[src/rtl/core/bpfa_bitmap.sv]
// Used-bit store: one write port, one read port with registered data.
// No package dependencies.
`default_nettype none

module bpfa_bitmap #(
    parameter int DEPTH  = 128,
    parameter int WIDTH  = 32,
    parameter int ADDR_W = 7
) (
    input  wire logic              i_clk,
    input  wire logic              i_wr_en,
    input  wire logic [ADDR_W-1:0] i_wr_addr,
    input  wire logic [WIDTH-1:0]  i_wr_data,
    input  wire logic              i_rd_en,
    input  wire logic [ADDR_W-1:0] i_rd_addr,
    output logic      [WIDTH-1:0]  o_rd_data
);

    logic [WIDTH-1:0] r_mem [DEPTH];

    always_ff @(posedge i_clk) begin
        if (i_wr_en) begin
            r_mem[i_wr_addr] <= i_wr_data;
        end
    end

    always_ff @(posedge i_clk) begin
        if (i_rd_en) begin
            o_rd_data <= r_mem[i_rd_addr];
        end
    end

endmodule

`default_nettype wire

[config.mk]
export PLATFORM = sky130hd
export DESIGN_NAME = bpfa_bitmap
export DESIGN_NICKNAME = d
export VERILOG_FILES = /design/src/rtl/core/bpfa_bitmap.sv
export SDC_FILE = /design/constraint.sdc
export NUM_CORES = 2
export LEC_CHECK = 0
export BUFFER_PORTS_ARGS = -buffer_cell sky130_fd_sc_hd__buf_2
export CAP_MARGIN = 30
export CORE_MARGIN = 2
export CORE_UTILIZATION = 42
export CTS_BUF_LIST = sky130_fd_sc_hd__clkbuf_4 sky130_fd_sc_hd__clkbuf_8
export CTS_CLUSTER_DIAMETER = 200
export DETAILED_ROUTE_END_ITERATION = 7
export SETUP_SLACK_MARGIN = 0.2
export SLEW_MARGIN = 20
export SYNTH_ARGS = -nofsm -noshare
export SYNTH_HDL_FRONTEND = slang
export SYNTH_SLANG_ARGS = --single-unit
[constraint.sdc]
create_clock -name i_clk -period 8.6 [get_ports i_clk]
set_clock_uncertainty 0.05 [all_clocks]
set_input_delay 0.86 -clock i_clk [delete_from_list [all_inputs] [get_ports i_clk]]
set_output_delay 0.86 -clock i_clk [all_outputs]
set_load 0.1 [all_outputs]
==> Implementation_results.wiki <==
{| class="wikitable"
! Metric !! Value
|-
| Run status || completed
|-
| Maximum root-to-sink buffer count || 4
|-
| Final critical path time including I/O delays and setup || 3.83 ns
|-
| Most common cell after layout, fill and taps aside || edfxtp_1
|-
| Number of antenna violations at the first check in global routing || 64
|-
| Post-CTS sizing || 0
|-
| Critical path required time || 9.48 ns
|-
| Number of nets produced by synthesis || 6039
|-
| Placed wire-length estimate || 235 mm
|-
| GRT Overall Usage || 0.229
|-
| Layout net count || 6711
|-
| Post-route worst setup slack || 4.77 ns
|-
| Largest stage delay, worst path || 0.74 ns
|-
| Die boundary height || 615 um
|-
| Total number of H-tree levels || 6
|-
| Fraction of layout instances using a drive strength above 1 || 0.400
|-
| Latest clock arrival within the worst-skew pair || 1.21 ns
|-
| First-pass GRT wire length || 598 mm
|-
| Setup_tns || 0 ns
|-
| Post-DRT Antenna Nets || 0
|-
| Number of max-capacitance violations reported || 0
|-
| Largest delay share family, worst path || multiplexers
|-
| Data arrival time of the worst path || 4.71 ns
|-
| Starting DRC count in detailed routing || 10418
|-
| Leakage power of the design || 54.7 nW
|-
| Post-Route Hold Slack || 0.107 ns
|-
| Synth warnings || 0
|-
| Final number of hold-violating endpoints || 0
|-
| Final global-route overflow total || 0
|-
| Placer congestion estimate || 0.803
|-
| TritonCTS clock tree || yes
|-
| Post-route fraction of the period consumed by the critical path || 0.445
|-
| Crit path top cell by count || mux4_2
|-
| Slowest stage cell, crit path || mux4_2
|-
| Number of distinct library cells after synthesis || 16
|-
| Largest net degree at the start of global routing || 135
|-
| Least-Margin Pin Slew || 1.24 ns
|-
| Mean instance size in the synthesized netlist || 26.1 um2
|-
| Clock Root Buffer || clkbuf_8
|-
| Relative slew slack || 0.176
|-
| Number of top-level pins || 81
|-
| Register bit total from synthesis || 4128
|-
| Chip Width || 615 um
|-
| Via count of the first global-routing pass || 73566
|-
| Worst-path clk slew || 0.06 ns
|-
| Commonest non-fill, non-tap cells in the layout || edfxtp_1, mux4_2, clkbuf_8
|-
| Remaining DRCs || 0
|-
| Pwr per Cell Area || 231 nW/um2
|-
| Highest clock rate || 261 MHz
|-
| Number of buffers and inverters on the critical path || 2
|-
| Number of detailed-routing iterations run before antenna repair || 7
|-
| Cell count after synthesis || 5990
|-
| Largest fanout on the critical path || 95
|-
| Relative area change from synthesis to final layout || 14.0%
|-
| Final instance area || 178000 um2
|-
| Core Region || 372000 um2
|-
| Peak supply drop || 174 uV
|-
| Number of clock buffers inserted by TritonCTS || 663
|-
| Number of vias per cell after detailed routing || 5.98
|-
| Seq/Total Area, Yosys || 0.792
|-
| Total setup violations reported at the end of the flow || 0
|-
| WL/cell || 36.0 um
|-
| Critical path cell sequence || buf_12 -> buf_12 -> mux4_2 -> mux4_2 -> mux4_2 -> mux2_2
|-
| Placed cell area || 165000 um2
|-
| Number of buffers inserted by port buffering || 80
|-
| Cell area after technology mapping || 157000 um2
|-
| Total Die Area || 378000 um2
|-
| Pre-CTS setup slack || 3.52 ns
|-
| CTS Sinks || 4128
|-
| Crit path kind || in2reg
|-
| Wire length after detailed routing || 439 mm
|-
| Area share of the largest cell type after synthesis || 0.792
|-
| Total number of vias || 72797
|-
| Worst hold path class || in2reg
|-
| Largest cells by area after synthesis || edfxtp_1, mux4_2, clkbuf_1
|-
| RSZ-0062 raised after global routing || false
|-
| Standard-cell row count || 224
|-
| Initial standard-cell utilization of the core || 0.421
|-
| Sort of element at the end of the critical path || flip-flop
|-
| Crit start category || input pin
|-
| Cell taking the most area after synthesis || edfxtp_1
|-
| Total count of max-transition violations in the final report || 0
|}
## sequential cells by signal, indices dropped and copies added (netlist names)
| register | count |
|---|---|
| r_mem | 4096 |
| o_rd_data | 32 |
## cell usage after synthesis (all sizes together)
library cell and instances:
edfxtp 4128, mux4 1344, clkbuf 182, buf 134, nor2 122, mux2 32, nand2 14, nand3 12
nor3 9, nor2b 7, nand4 3, nand2b 2, or3 1
## metrics by stage
stage	total power, mW	cells	utilization
after floorplan	23.9	5990	-
after global placement	25.0	10941	0.444
after detailed placement	25.1	10947	0.444
after CTS	41.4	12127	0.479
after global routing	42.4	12154	0.480
final	41.1	12177	0.480
## cell type report
| type | count | area, um2 |
|---|---|---|
| clock buffer | 931 | 11200 |
| timing repair buffer | 323 | 3050 |
| multi-input combinational | 1546 | 32300 |
| fill | 29750 | 193000 |
| tap | 4972 | 6220 |
| antenna | 34 | 85.1 |
| clock inverter | 243 | 1680 |
| sequential | 4128 | 124000 |
## report_power, final
group	total, mW	leakage [nW]	internal (mW)	switching [mW]
Combinational	2.34	10.7	0.818	1.52
Sequential	22.3	37.1	22.3	0.0839
Clock	16.5	6.82	8.73	7.74
## routing by layer
metal  up-vias  track usage  share of wire
li1      27915            -              -
met2      3823        0.373           0.49
met3       657       0.0440          0.087
met5         -            0        0.00034
met4        24       0.0740          0.031
met1     40378        0.314           0.39
## cells by family (layout without fill, tap and decap cells)
group,Yosys count,in the layout,synth area share
buffers and inverters,316,1497,0.00837
and+or+nand+nor,170,170,0.00445
muxes,1376,1376,0.196
DFF,4128,4128,0.792
other,0,34,0
## repair_timing
action,in CTS,in global routing
hold endpoints to repair,73,0
hold buffers,6,0
setup buffers,0,0
## path summary, 6_finish.rpt
check                           slack (ns)            end  cells after the start      startpoint
worst min register to register        1.15  o_rd_data[10]                      4  r_mem[112][10]
worst max register to register        5.68  o_rd_data[26]                      4   r_mem[21][26]
worst max-delay path                  4.77  o_rd_data[24]                      6    i_rd_addr[0]
worst min-delay path                  0.11   r_mem[34][2]                      1    i_wr_data[2]
No activity file was read; power rests on OpenSTA's default activity.
