## src/rtl/core/bpfa_pkg.sv

```systemverilog
// Bitmap page frame allocator: shared types, codes and default sizes.
// No dependencies; the adder, the allocator top and the testbench import this package.
`default_nettype none

package bpfa_pkg;

    localparam int ADDR_W    = 56;
    localparam int CNT_OUT_W = 13;
    localparam int ALU_W     = ADDR_W + 2;
    localparam int OP_W      = 2;
    localparam int STATUS_W  = 2;
    localparam int CFG_IDX_W = 1;

    localparam int DEF_MAX_PAGES  = 4096;
    localparam int DEF_PAGE_SHIFT = 12;
    localparam int DEF_WORD_BITS  = 32;

    localparam logic [OP_W-1:0] OP_INIT  = 2'd0;
    localparam logic [OP_W-1:0] OP_ALLOC = 2'd1;
    localparam logic [OP_W-1:0] OP_FREE  = 2'd2;

    localparam logic [STATUS_W-1:0] ST_OK          = 2'd0;
    localparam logic [STATUS_W-1:0] ST_NO_FREE     = 2'd1;
    localparam logic [STATUS_W-1:0] ST_BAD_ADDR    = 2'd2;
    localparam logic [STATUS_W-1:0] ST_DOUBLE_FREE = 2'd3;

    localparam logic [CFG_IDX_W-1:0] CFG_REGION_START = 1'd0;
    localparam logic [CFG_IDX_W-1:0] CFG_REGION_END   = 1'd1;

    typedef struct packed {
        logic [OP_W-1:0]   op;
        logic [ADDR_W-1:0] page_address;
    } t_in_beat;

    typedef struct packed {
        logic [STATUS_W-1:0]  status;
        logic [ADDR_W-1:0]    granted_address;
        logic [CNT_OUT_W-1:0] free_count;
        logic [CNT_OUT_W-1:0] total_count;
    } t_out_beat;

endpackage

`default_nettype wire

```

## src/rtl/core/bpfa_addsub.sv

```systemverilog
// Shared address adder/subtractor, reused by the init, grant and free-check sequencer steps.
// Depends on bpfa_pkg for the datapath width.
`default_nettype none

module bpfa_addsub (
    input  wire logic [bpfa_pkg::ALU_W-1:0] i_a,
    input  wire logic [bpfa_pkg::ALU_W-1:0] i_b,
    input  wire logic                       i_sub,
    output logic      [bpfa_pkg::ALU_W-1:0] o_sum
);
    import bpfa_pkg::*;

    logic [ALU_W-1:0] b_op;

    assign b_op  = i_sub ? ~i_b : i_b;
    assign o_sum = i_a + b_op + ALU_W'(i_sub);

endmodule

`default_nettype wire

```

## config.mk

```make
export PLATFORM = sky130hd
export DESIGN_NAME = bpfa_addsub
export DESIGN_NICKNAME = d
export VERILOG_FILES = /design/src/rtl/core/bpfa_pkg.sv /design/src/rtl/core/bpfa_addsub.sv
export SDC_FILE = /design/constraint.sdc
export NUM_CORES = 1
export LEC_CHECK = 0
export ABC_AREA = 1
export BUFFER_PORTS_ARGS = -buffer_cell sky130_fd_sc_hd__clkbuf_2
export CORE_ASPECT_RATIO = 0.6
export CORE_UTILIZATION = 35
export DETAILED_ROUTE_END_ITERATION = 8
export GPL_TIMING_DRIVEN = 0
export SETUP_SLACK_MARGIN = 0.3
export SYNTH_ARGS = -nofsm -noshare
export SYNTH_HDL_FRONTEND = slang
export SYNTH_SLANG_ARGS = --single-unit
```

## constraint.sdc

```tcl
create_clock -name vclk -period 6.1
set_input_delay 1.22 -clock vclk [all_inputs]
set_output_delay 1.22 -clock vclk [all_outputs]
set_load 0.05 [all_outputs]
```

==> results of run 1 <==
-- critical path, cell delays in order --
cell and delay, ps:
buf_2 170, buf_2 270, buf_2 360, xor2_1 120, ha_1 460, nand2_1 130, inv_1 80, nand2_1 190
nor3_1 520, nand2_1 180, nor2_1 120, nand2_1 80, nand3_1 70, nand2_1 50, nand2_1 50, clkbuf_2 270
-- path summary, 6_finish.rpt --
kind,depth (start not counted),to,from
setup / recovery,16,o_sum[54],i_sub
hold / removal,4,o_sum[0],i_a[0]
-- routing by layer --
layer / global-route usage [%] / vias up
li1: - / 3886
met1: 41.6 / 3267
met2: 36.0 / 245
met3: 3.14 / 2
met4: 0.901 / 0
met5: 0 / -
-- kinds of logic (layout without fill, tap and decap cells) --
logic type               after synthesis  count (layout)  share of synthesized area (%)
AND/OR/NAND/NOR                      712             712                           50.6
buffers and inverters                289             463                           18.6
XOR/XNOR                              88              88                           13.1
adder cells (fa/ha/maj)               63              63                           13.5
AO/OA/AOI/OAI                         48              48                           4.17
-- cell type report --
class | instances | area [µm²] | share of cell area (%)
multi-input combinational | 911 | 4790 | 68.1
buffer | 7 | 35.0 | 0.498
timing repair buffer | 174 | 871 | 12.4
inverter | 282 | 1060 | 15.0
tap | 228 | 285 | 4.05
-- power groups by stage --
stage	clock, mW	combinational, mW	sequential (mW)
final	0	1.42	0
after global routing	0	1.53	0
after CTS	0	1.41	0
after floorplan	0	1.03	0
after detailed placement	0	1.40	0
after global placement	0	1.40	0
-- placed cells by master, fill, tap and decap left out --
cell	n
nand2_1	506
inv_1	271
clkbuf_2	174
nor2_1	84
xor2_1	81
ha_1	62
nand3_1	43
a21oi_1	40
nor2_2	21
nand4_1	15
nand2_2	12
nand3_2	10
inv_2	9
xnor2_1	7
nor3_1	7
buf_2	7
o21ai_0	6
and2_1	5
nor3_2	3
nor2_4	3
clkinv_1	2
or2_2	1
o21a_1	1
and3_1	1
nand3b_1	1
o21bai_1	1
fa_1	1
==> flow_metrics.tcl, run 1 <==
set metrics [dict create \
    first_pass_iters 5 \
    n_fill_cell 1936 \
    start_util_pct 36.0 \
    die-height_um 102 \
    hold_violations 0 \
    nClkBuffers 0 \
    dieArea_um2 17400 \
    syn_area_per_cell_um2 4.90 \
    seqCellArea_um2 0 \
    design_power_total_mw 1.42 \
    yosysWarnings 0 \
    clkPwrFrac_pct 0 \
    grt_max_degree 11 \
    area_growth_pct 19.6 \
    power_switching_mw 1.06 \
    run_status "finished, final reports clean" \
    worst-path-max-fanout 10 \
    gp_congestion 1.00 \
    place_ws_ps 670 \
    final_area_um2 7040 \
    seq_area_frac_synth_pct 0 \
    vias_per_cell 4.62 \
    nets 1556 \
    post_cts_buffers 0 \
    wl_met3_um 2060 \
    io_buffer_count 174 \
    drive_gt1_share_pct 17.5 \
    drt-total-wl_um 22600 \
    nFlopsAndLatches 0 \
    p_int_mw 0.367 \
    antenna_found_initial 0 \
    ios 175 \
    crit_required_ps 4880 \
    whs_ps 2890 \
    synth_top_area_share_pct 32.3 \
    synth_cells 1200 \
    synth_nets 1380 \
    utilization_pct 43.1 \
    die_w_um 169 \
    yosys-top-cells-count "nand2_1, inv_1, nor2_1" \
    cp-end-kind "output pin" \
    relSlewSlack_pct 60.0 \
    worstMarginPinSlew_ps 595 \
    wl_met2_um 8410 \
    ys_top_cells_by_area "nand2_1, inv_1, ha_1, xor2_1, nor2_1" \
    drv_cap 0 \
    num_rows 36 \
    crit_arrival_ps 4360 \
    vdd_drop_max_mv 0.130 \
    hold_class "primary input to output pin" \
    drv_slew 0 \
    placed_cells 1602 \
    ant_nets 0 \
    grt.total_usage_pct 25.5 \
    postCtsResizedCells 0 \
    comb_power_share_pct 100.0 \
    max_clock_freq_mhz 179 \
    setup.worst_path.class "primary input to output pin" \
    vias 7400 \
    p_leak_nw 4.76 \
    synth_most_common_cell "nand2_1" \
    core-area_um2 16400 \
    place_area_um2 7040 \
    hold_buffers 0 \
    seq_power_share_pct 0 \
    syn_area_um2 5890 \
    rsz0062_at_grt "no" \
    synthDistinctLibCells 26 \
    switching_share_pct 74.2 \
    power_density_nw_per_um2 202 \
    post-dp-hpwl_um 20700 \
    yosys.area.top_type "nand2_1" \
    n_antenna_cell 0 \
    drcViolationCount 0 \
    period_share_pct 91.4 \
    wire_per_inst_um 14.1 \
    grt_pass1_wl_um 33700 \
    fin_crit_ps 5580 \
    highest_layer "met4" \
    setup_viol 0 \
    grt_pass1_vias 6377 \
    dr.first_iter.drc_count 565 \
    startpoint_type "primary input" \
    timing.final.ws_setup_ps 522 \
    fin_tns_setup_ps 0 \
    overflow 0 \
    wl_met1_um 12100 \
    fin_cells 1602 \
]
Power figures use the tool's default switching activity.
==> run 2, diff against run 1 <==
Settings changed: REMOVE_ABC_BUFFERS set to 1.
Clock period 6.1 ns to 5 ns, I/O delays scaled along.
==> flow_metrics.tcl, run 2 (synthesized netlist as in run 1, its figures left out) <==
set metrics [dict create \
    power_switching_mw 1.29 \
    crit_required_ps 4000 \
    setup.worst_path.class "primary input to output pin" \
    relSlewSlack_pct 67.2 \
    core-area_um2 16400 \
    seq_power_share_pct 0 \
    dieArea_um2 17400 \
    hold_class "primary input to output pin" \
    grt_pass1_vias 6392 \
    wire_per_inst_um 13.9 \
    area_growth_pct 21.8 \
    drv_slew 0 \
    final_cell_mix "nand2_1, inv_1, clkbuf_2" \
    vias 7307 \
    grt.total_usage_pct 25.9 \
    gp_congestion 1.01 \
    ant_nets 0 \
    drive_gt1_share_pct 19.1 \
    grt_pass1_wl_um 34400 \
    wl_met1_um 12100 \
    period_share_pct 93.7 \
    post_cts_buffers 0 \
    drcViolationCount 0 \
    die_w_um 169 \
    run_status "finished, final reports clean" \
    hold_path.startpoint "i_a[0]" \
    cp-end-kind "output pin" \
    p_int_mw 0.468 \
    n_antenna_cell 0 \
    fin_crit_ps 4680 \
    vias_per_cell 4.57 \
    highest_layer "met4" \
    wl_met3_um 2090 \
    utilization_pct 43.8 \
    setup_viol 0 \
    rsz0062_at_grt "yes" \
    antenna_found_initial 0 \
    wl_met2_um 7890 \
    startpoint_type "primary input" \
    overflow 0 \
    num_rows 36 \
    io_buffer_count 175 \
    drv_cap 0 \
    clkPwrFrac_pct 0 \
    layout_commonest_cell "nand2_1" \
    worstMarginPinSlew_ps 492 \
    die-height_um 102 \
    nClkBuffers 0 \
    seqCellArea_um2 0 \
    hold_path_end "o_sum[0]" \
    crit_start "i_sub" \
    comb_power_share_pct 100.0 \
    grt_max_degree 28 \
    first_pass_iters 5 \
    nets 1552 \
    drt-total-wl_um 22300 \
    max_clock_freq_mhz 214 \
    hold_violations 0 \
    vdd_drop_max_mv 0.163 \
    ios 175 \
    power_density_nw_per_um2 245 \
    dr.first_iter.drc_count 533 \
    p_leak_nw 4.75 \
    hold_buffers 0 \
    crit_arrival_ps 3680 \
    worst-path-max-fanout 27 \
    whs_ps 2420 \
    holdPathStages 4 \
    start_util_pct 36.0 \
    nFlopsAndLatches 0 \
    design_power_total_mw 1.75 \
    switching_share_pct 73.3 \
    post-dp-hpwl_um 20000 \
]
==> run 2: cell count changes in the layout (fill, tap and decap cells not counted), moves of 3 or more <==
cell,change
clkbuf_4,+7
nor2_2,+4
ha_1,-12
nor3_2,+3
nor2_1,-4
buf_2,-3
ha_2,+12
nor3_1,-3
clkbuf_2,-11
==> run 2: layout make-up <==
type                            count  area (µm²)
Multi-Input combinational cell    911        4870
Tap cell                          228         285
Inverter                          282        1060
Timing Repair Buffer              177         956
Fill cell                        1907        9180
==> run 2: how the worst max path moves through the flow <==
stage / cells past startpoint / end
floorplan: 8 / o_sum[30]
global placement: 14 / o_sum[54]
detailed placement: 15 / o_sum[54]
CTS: 15 / o_sum[48]
global route: 15 / o_sum[54]
finish: 15 / o_sum[54]
==> run 2: power groups by stage <==
stage	logic, mW	clock network, mW	registers (mW)
2_1_floorplan	1.24	0	0
3_3_place_gp	1.70	0	0
3_5_place_dp	1.71	0	0
6_report	1.75	0	0
5_1_grt	1.90	0	0
4_1_cts	1.72	0	0
==> run 2: what timing repair did <==
item	4_1_cts	5_1_grt
gates cloned	1	0
gates resized for setup	1	45
endpoints found under the setup margin	5	27
==> run 2: critical path, stage by stage <==
cell      delay, ps
clkbuf_4        200
buf_16          210
xor2_1          180
ha_1            480
nand2_1         120
inv_1            80
nand2_1         200
nor3_2          410
nand2_1         140
nor2_1          110
nand2_1          90
nand3_1          70
nand2_1          50
nand2_1          50
clkbuf_2        270
==> run 2: per-layer routing <==
layer	up-vias	GRT usage, %
li1	3874	-
met1	3180	42.7
met2	241	34.9
met3	12	3.25
met4	0	2.49
met5	-	0
==> run 2: metrics by stage <==
stage / instance area (µm²) / instances / worst slack (ps) / setup TNS, ps
2_1_floorplan: 5850 / 1193 / 1050 / 0
3_3_place_gp: 7010 / 1596 / -782 / -24110
3_5_place_dp: 7040 / 1597 / 173 / 0
4_1_cts: 7080 / 1598 / 311 / 0
5_1_grt: 7170 / 1598 / 253 / 0
6_report: 7170 / 1598 / 317 / 0
