`src/rtl/core/bpfa_word_scan.sv`:
```
// Per-word range mask and lowest-free-bit search, shared by alloc and clear.
// No package dependencies.
`default_nettype none

module bpfa_word_scan #(
    parameter int WORD_BITS = 32,
    parameter int CNT_W     = 13,
    parameter int BIT_W     = 5
) (
    input  wire logic [WORD_BITS-1:0] i_word,
    input  wire logic [CNT_W-1:0]     i_left,
    output logic      [WORD_BITS-1:0] o_range_mask,
    output logic                      o_hit,
    output logic      [BIT_W-1:0]     o_bit
);

    logic [WORD_BITS-1:0] free_bits;

    always_comb begin
        for (int j = 0; j < WORD_BITS; j++) begin
            o_range_mask[j] = (int'(i_left) > j);
        end
    end

    assign free_bits = ~i_word & o_range_mask;
    assign o_hit     = |free_bits;

    always_comb begin
        o_bit = '0;
        for (int j = WORD_BITS - 1; j >= 0; j--) begin
            if (free_bits[j]) begin
                o_bit = BIT_W'(j);
            end
        end
    end

endmodule

`default_nettype wire

```
`config.mk`:
```
export PLATFORM = sky130hd
export DESIGN_NAME = bpfa_word_scan
export DESIGN_NICKNAME = d
export VERILOG_FILES = /design/src/rtl/core/bpfa_word_scan.sv
export SDC_FILE = /design/constraint.sdc
export NUM_CORES = 1
export LEC_CHECK = 0
export BUFFER_PORTS_ARGS = -buffer_cell sky130_fd_sc_hd__buf_2
export CORE_UTILIZATION = 28
export DETAILED_ROUTE_END_ITERATION = 16
export PLACE_DENSITY = 0.61
export SETUP_SLACK_MARGIN = 0.5
export SLEW_MARGIN = 40
export SYNTH_ARGS = -nofsm -noshare
export SYNTH_HDL_FRONTEND = slang
export SYNTH_SLANG_ARGS = --single-unit
```
`constraint.sdc`:
```
create_clock -name vclk -period 3.4
set_input_delay 0.34 -clock vclk [all_inputs]
set_output_delay 0.34 -clock vclk [all_outputs]
set_load 0.1 [all_outputs]
```
==> impl_results.md, run 1 <==
* Count of clock buffers in the final design at 0
* Final #Nets at between 300 and 400
* Cell variety after synth at 67
* Die ar. at just under 0.005 sq mm
* Slew margin rel. at between 60 and 70%
* Unrepaired setup endpoints after global routing: yes
* Site Rows at 24
* Register area share after synthesis at 0%
* Ports at between 80 and 90
* Hold Path Depth at 4
* Antenna violations before repair at 0
* Largest net degree at the start of global routing at 27
* Fin crit share at about 83%
* Sw Ratio at around 63%
* 1st-pass router iterations at 4
* I/O Buffers at 83
* Minimum clock period at 2.83 ns
* Clock group share of total power at 0%
* Post-Route Utilization at 47.2%
* Final hold slack at between 1 and 1.5 ns
* Startpoint Class: primary input
* Outcome: finished, final reports clean
* Die Y at between 70 and 80 um
* Vias at a little under 2000
* Final HPWL DP at between 4000 and 5000 um
* Final Hold Fails at 0
* CORE AREA at around 0.0044 sq mm
* Vias per inst at 5.86
* Cell breakdown of the critical path: buf_2 -> or4_4 -> nor3_4 -> buf_6 -> a21oi_4 -> nor3_2 -> o211ai_1 -> a2111oi_4 -> buf_12
* Diodes inserted at 0
* Vias in the first global route at approximately 1700
* Synth area leaders: nand2_1, inv_1, a21oi_1
* CP Capture Type: primary output
* Post-route setup slack at 0.570 ns
* Routed WL per cell at between 15 and 20 um
* Power density over the cells at 89.5 mW/mm^2
* Synth-to-Final Area Change at 58.8%
* LEAKAGE at 0.830 nW
* Hold WC Path Type: in2out
* Total grt overflow at 0
* Crit path kind: in2out
* Layout cells sized above 1 at a little under half
* Placer Congestion at ~0.94
* Drt first-iter violations at 136
* Initial Utilization at between 20% and 30%
* CP max-delay cell: or4_4
* Crit path required time at ~3.1 ns
* Antenna Nets Post-Route at 0
* CP peak stage delay at 0.60 ns
* Cell taking the most area after synthesis: nand2_1
* Int Pwr at around 70 uW
* Reg area at 0 sq um
* DRT Wirelength at 5370 um
* Final Max Tran Viols at 0
* Hold_buf cts at 0
* Worst Tran Pin Value at 0.518 ns
* Peak Freq at around 0.35 GHz
* Post-Syn Instances at slightly above 200
* # DRC at 0
* Seq pwr share at 0%
* Critical Path AT at around 2.5 ns
* Seq_cells at 0
* Top cell type's share of synthesized area at under 10%
* Mapped Avg Cell Area at 6.40 sq um
* Synthesized Nets at 250
* Total GRT Usage at 19.8%
* Max-cap viol count at 0
* Logic gate share of total power at 100.0%
* Peak supply drop at slightly below 0.06 mV
* First-pass GRT wire length at 8160 um
* Die Width at 70.4 um
* Post-Syn Area at approximately 0.0013 sq mm
* Crit-path max FO at 6
* Switch Pwr at roughly 120 uW
* Worst slack, placed at 0.369 ns
* Final setup vio count at 0
* Ys Warns at 0
path summary, 6_finish.rpt:
check	from	to	slack, ns
worst min-delay path	i_word[0]	o_bit[0]	1.16
worst max-delay path	i_left[5]	o_bit[2]	0.57
worst max-delay path: cells and delay by family:
family / cells / cell delay [ns]
buffers and inverters: 3 / 0.49
and+or+nand+nor: 3 / 0.99
AOI/OAI and AO/OA: 3 / 0.67
metal layers:
layer	wire, um	global-route usage, %	up-vias
met2	2410	32.4	124
met5	0	0	-
met4	40	1.56	0
met3	547	2.89	6
met1	2360	28.2	902
li1	-	-	955
power groups by stage:
stage	Combinational (mW)	Clock, mW	Sequential [mW]
final	0.186	0	0
after global routing	0.201	0	0
after CTS	0.175	0	0
after detailed placement	0.174	0	0
after global placement	0.173	0	0
after floorplan	0.119	0	0
cell usage in the layout (no fill, tap or decap), types with 4 or more instances in the layout:
cell,netlist,layout
a31oi_1,7,7
buf_6,2,4
a21oi_1,14,11
nand4_1,6,6
nor2_1,8,7
buf_2,7,76
buf_4,1,10
a22o_1,4,4
o21ai_0,9,7
buf_12,0,6
a21o_1,5,5
nand3_1,8,7
nand2_1,24,23
inv_1,20,19
nor3_1,6,5
o211ai_1,8,8
area by class of cell:
class / instances / area (sq um)
Timing Repair Buffer: 99 / 643
Multi-Input combinational cell: 168 / 1300
Inverter: 20 / 75.1
Fill cell: 473 / 2330
Tap cell: 52 / 65.1
logic make-up after synthesis:
logic type,count (synthesis),share of synthesized area (%)
adder cells (fa/ha/maj),1,0.763
buffers and inverters,37,12.7
AO/OA/AOI/OAI,87,49.4
AND/OR/NAND/NOR,80,37.1
metrics by stage:
stage	total power, mW	TNS, ns	cells	cell area (sq um)
6_report	0.186	0	339	2080
5_1_grt	0.201	0	339	2080
4_1_cts	0.175	0	329	1940
3_5_place_dp	0.174	0	329	1930
3_3_place_gp	0.173	0	329	1930
2_1_floorplan	0.119	-2.87	205	1500
what timing repair did:
action / CTS / global route
setup buffers: 0 / 8
hold endpoints to repair: 0 / 0
pin swaps: 0 / 12
gates resized for setup: 2 / 17
setup endpoints to repair: 6 / 5
cloned: 0 / 2
cells in the mapped netlist, types with 2 or more instances:
master     number
nand2_1        24
inv_1          20
a21oi_1        14
o21ai_0         9
nand3_1         8
nor2_1          8
o211ai_1        8
a31oi_1         7
buf_2           7
clkbuf_1        7
nand4_1         6
nor3_1          6
a21o_1          5
a22o_1          4
a32oi_1         3
a41oi_1         3
and3_1          3
nor2b_1         3
o21bai_1        3
a22oi_1         2
and2_1          2
and3b_1         2
buf_6           2
nand3b_1        2
nor4_2          2
o2111ai_1       2
o21ai_1         2
o31ai_1         2
(Power assumes the default switching activity.)
==> run 2: changes to the inputs <==
PLACE_DENSITY = 0.63   (was 0.61)
clock period = 2.3 ns   (was 3.4 ns; I/O delays follow)
==> impl_results.md, run 2 (same netlist as run 1, synthesis figures left out) <==
* DRT Wirelength at 7600 um (was 5370 um)
* Die ar. at 0.00496 sq mm (unchanged)
* # DRC at 0 (unchanged)
* Int Pwr at 185 uW (was 69.8 uW)
* Initial Utilization at 29.7% (unchanged)
* Final #Nets at 420 (was 334)
* Unrepaired setup endpoints after global routing: yes (unchanged)
* Slew margin rel. at 67.7% (was 64.6%)
* Largest net degree at the start of global routing at 22 (was 27)
* Outcome: finished, violations left (was finished, final reports clean)
* LEAKAGE at 1.62 nW (was 0.830 nW)
* Peak Freq at about 0.37 GHz
* Total GRT Usage at 25.8% (was 19.8%)
* Clock group share of total power at 0% (about the same)
* Max-cap viol count at 0 (unchanged)
* Layout cells sized above 1 at 65.7% (was 46.7%)
* Layout fillers at 260 (was 473)
* Synth-to-Final Area Change at 171% (was 58.8%)
* Most common cell after layout, fill and taps aside: buf_4 (was buf_2)
* Worst setup path endpoint: o_bit[0] (was o_bit[2])
* Peak supply drop at 0.110 mV (was 0.0591 mV)
* Worst setup path start: i_left[6] (was i_left[5])
* Final HPWL DP at 4830 um (was 4140 um)
* Crit path required time at 2.07 ns (was 3.06 ns)
* Crit path kind: in2out (unchanged)
* Die Width at 70.4 um (unchanged)
* Minimum clock period at 2.70 ns
* Sw Ratio at 54.4% (was 62.6%)
* I/O Buffers at 83 (unchanged)
* Reg area at 0 sq um (unchanged)
* First-pass GRT wire length at 10600 um (was 8160 um)
* Logic gate share of total power at 100.0% (about the same)
* Ports at 83 (unchanged)
* Power density over the cells at 114 mW/mm^2 (was 89.5 mW/mm^2)
* CP Capture Type: primary output (unchanged)
* CP peak stage delay at 0.37 ns (was 0.60 ns)
* CP max-delay cell: a222oi_1 (was or4_4)
* Antenna violations before repair at 0 (unchanged)
* Startpoint Class: primary input (unchanged)
* Final hold slack at 0.935 ns (was 1.16 ns)
* Switch Pwr at 221 uW (was 117 uW)
* Final setup vio count at 6 (was 0)
* Diodes inserted at 0 (unchanged)
* Final Max Tran Viols at 0 (unchanged)
* Hold WC Path Type: in2out (unchanged)
* Worst Tran Pin Value at 0.479 ns (was 0.518 ns)
* Area occupied by multi-input gates at 0.00151 sq mm (was 0.00130 sq mm)
* Antenna Nets Post-Route at 0 (unchanged)
* Most frequent cells in the layout: buf_4, buf_2, buf_12, buf_6 (was buf_2, nand2_1, inv_1, a21oi_1, buf_4)
* Count of clock buffers in the final design at 0 (unchanged)
* Final Hold Fails at 0 (unchanged)
* Total grt overflow at 0 (unchanged)
* Vias in the first global route at 2260 (was 1688)
* Fin crit share at 118%
* Routed WL per cell at 17.9 um (was 15.8 um)
* Vias per inst at 5.72 (was 5.86)
* Site Rows at 24 (unchanged)
* Setup TNS at -2.00 ns (was 0 ns)
* Vias at 2429 (was 1987)
* Die Y at 70.4 um (unchanged)
* 1st-pass router iterations at 4 (unchanged)
* Critical Path AT at 2.47 ns (was 2.49 ns)
* Drt first-iter violations at 120 (was 136)
* Failing checks: negative setup slack
* Crit-path max FO at 3 (was 6)
* Seq pwr share at 0% (about the same)
* Seq_cells at 0 (unchanged)
* Placer Congestion at 0.919 (was 0.941)
* Post-route setup slack at -0.404 ns (was 0.570 ns)
* CORE AREA at 0.00441 sq mm (unchanged)
* Cell breakdown of the critical path: buf_6 -> buf_6 -> nor4_4 -> buf_4 -> a31oi_4 -> a2111o_1 -> a222oi_1 -> o211ai_1 -> buf_4 -> o21ai_4 -> buf_12 (was buf_2 -> or4_4 -> nor3_4 -> buf_6 -> a21oi_4 -> nor3_2 -> o211ai_1 -> a2111oi_4 -> buf_12)
run 2: how the worst min path moves through the flow:
stage	from	end	slack (ns)	depth (start not counted)
3_3_place_gp	i_word[6]	o_bit[4]	1.03	6
6_report	i_word[0]	o_bit[0]	0.94	4
2_1_floorplan	i_left[4]	o_range_mask[26]	0.75	2
5_1_grt	i_word[0]	o_bit[0]	0.95	4
3_5_place_dp	i_word[6]	o_bit[4]	1.04	6
4_1_cts	i_word[0]	o_bit[0]	0.95	4
run 2: metrics by stage:
step | setup slack, ns | cell area (sq um) | utilization [%] | power (mW) | instances
global placement | -0.405 | 2600 | 59.0 | 0.333 | 404
global route | -0.455 | 3550 | 80.5 | 0.428 | 425
floorplan | -1.80 | 1610 | - | 0.186 | 205
CTS | -0.350 | 3200 | 72.4 | 0.367 | 416
detailed placement | -0.476 | 2600 | 59.0 | 0.339 | 404
finish | -0.404 | 3550 | 80.5 | 0.406 | 425
run 2: critical path, delay by kind of cell:
| family | cells | cell delay (ns) |
|---|---|---|
| AO/OA/AOI/OAI | 5 | 1.13 |
| buffers and inverters | 5 | 0.75 |
| AND/OR/NAND/NOR | 1 | 0.36 |
run 2: repair_timing:
item | 4_1_cts | 5_1_grt
buffers inserted | 12 | 7
gates resized for setup | 134 | 65
hold buffers | 0 | 0
cloned | 0 | 2
pin swaps | 9 | 17
endpoints found under the setup margin | 34 | 38
run 2: per-layer routing:
metal / track usage [%] / share of wire, %
met5: 0 / 0
met4: 2.89 / 2.3
met3: 1.44 / 6.3
met2: 51.2 / 55
met1: 30.7 / 36
run 2: area by class of cell:
class	instances	share of cell area, %
Inverter	20	2.39
Multi-Input combinational cell	168	42.5
Tap cell	52	1.83
Timing Repair Buffer	185	53.2
run 2: power by group through the flow:
stage               sequential [mW]  combinational, mW  clock, mW
floorplan                         0              0.186          0
global placement                  0              0.333          0
detailed placement                0              0.339          0
CTS                               0              0.367          0
global route                      0              0.428          0
finish                            0              0.406          0
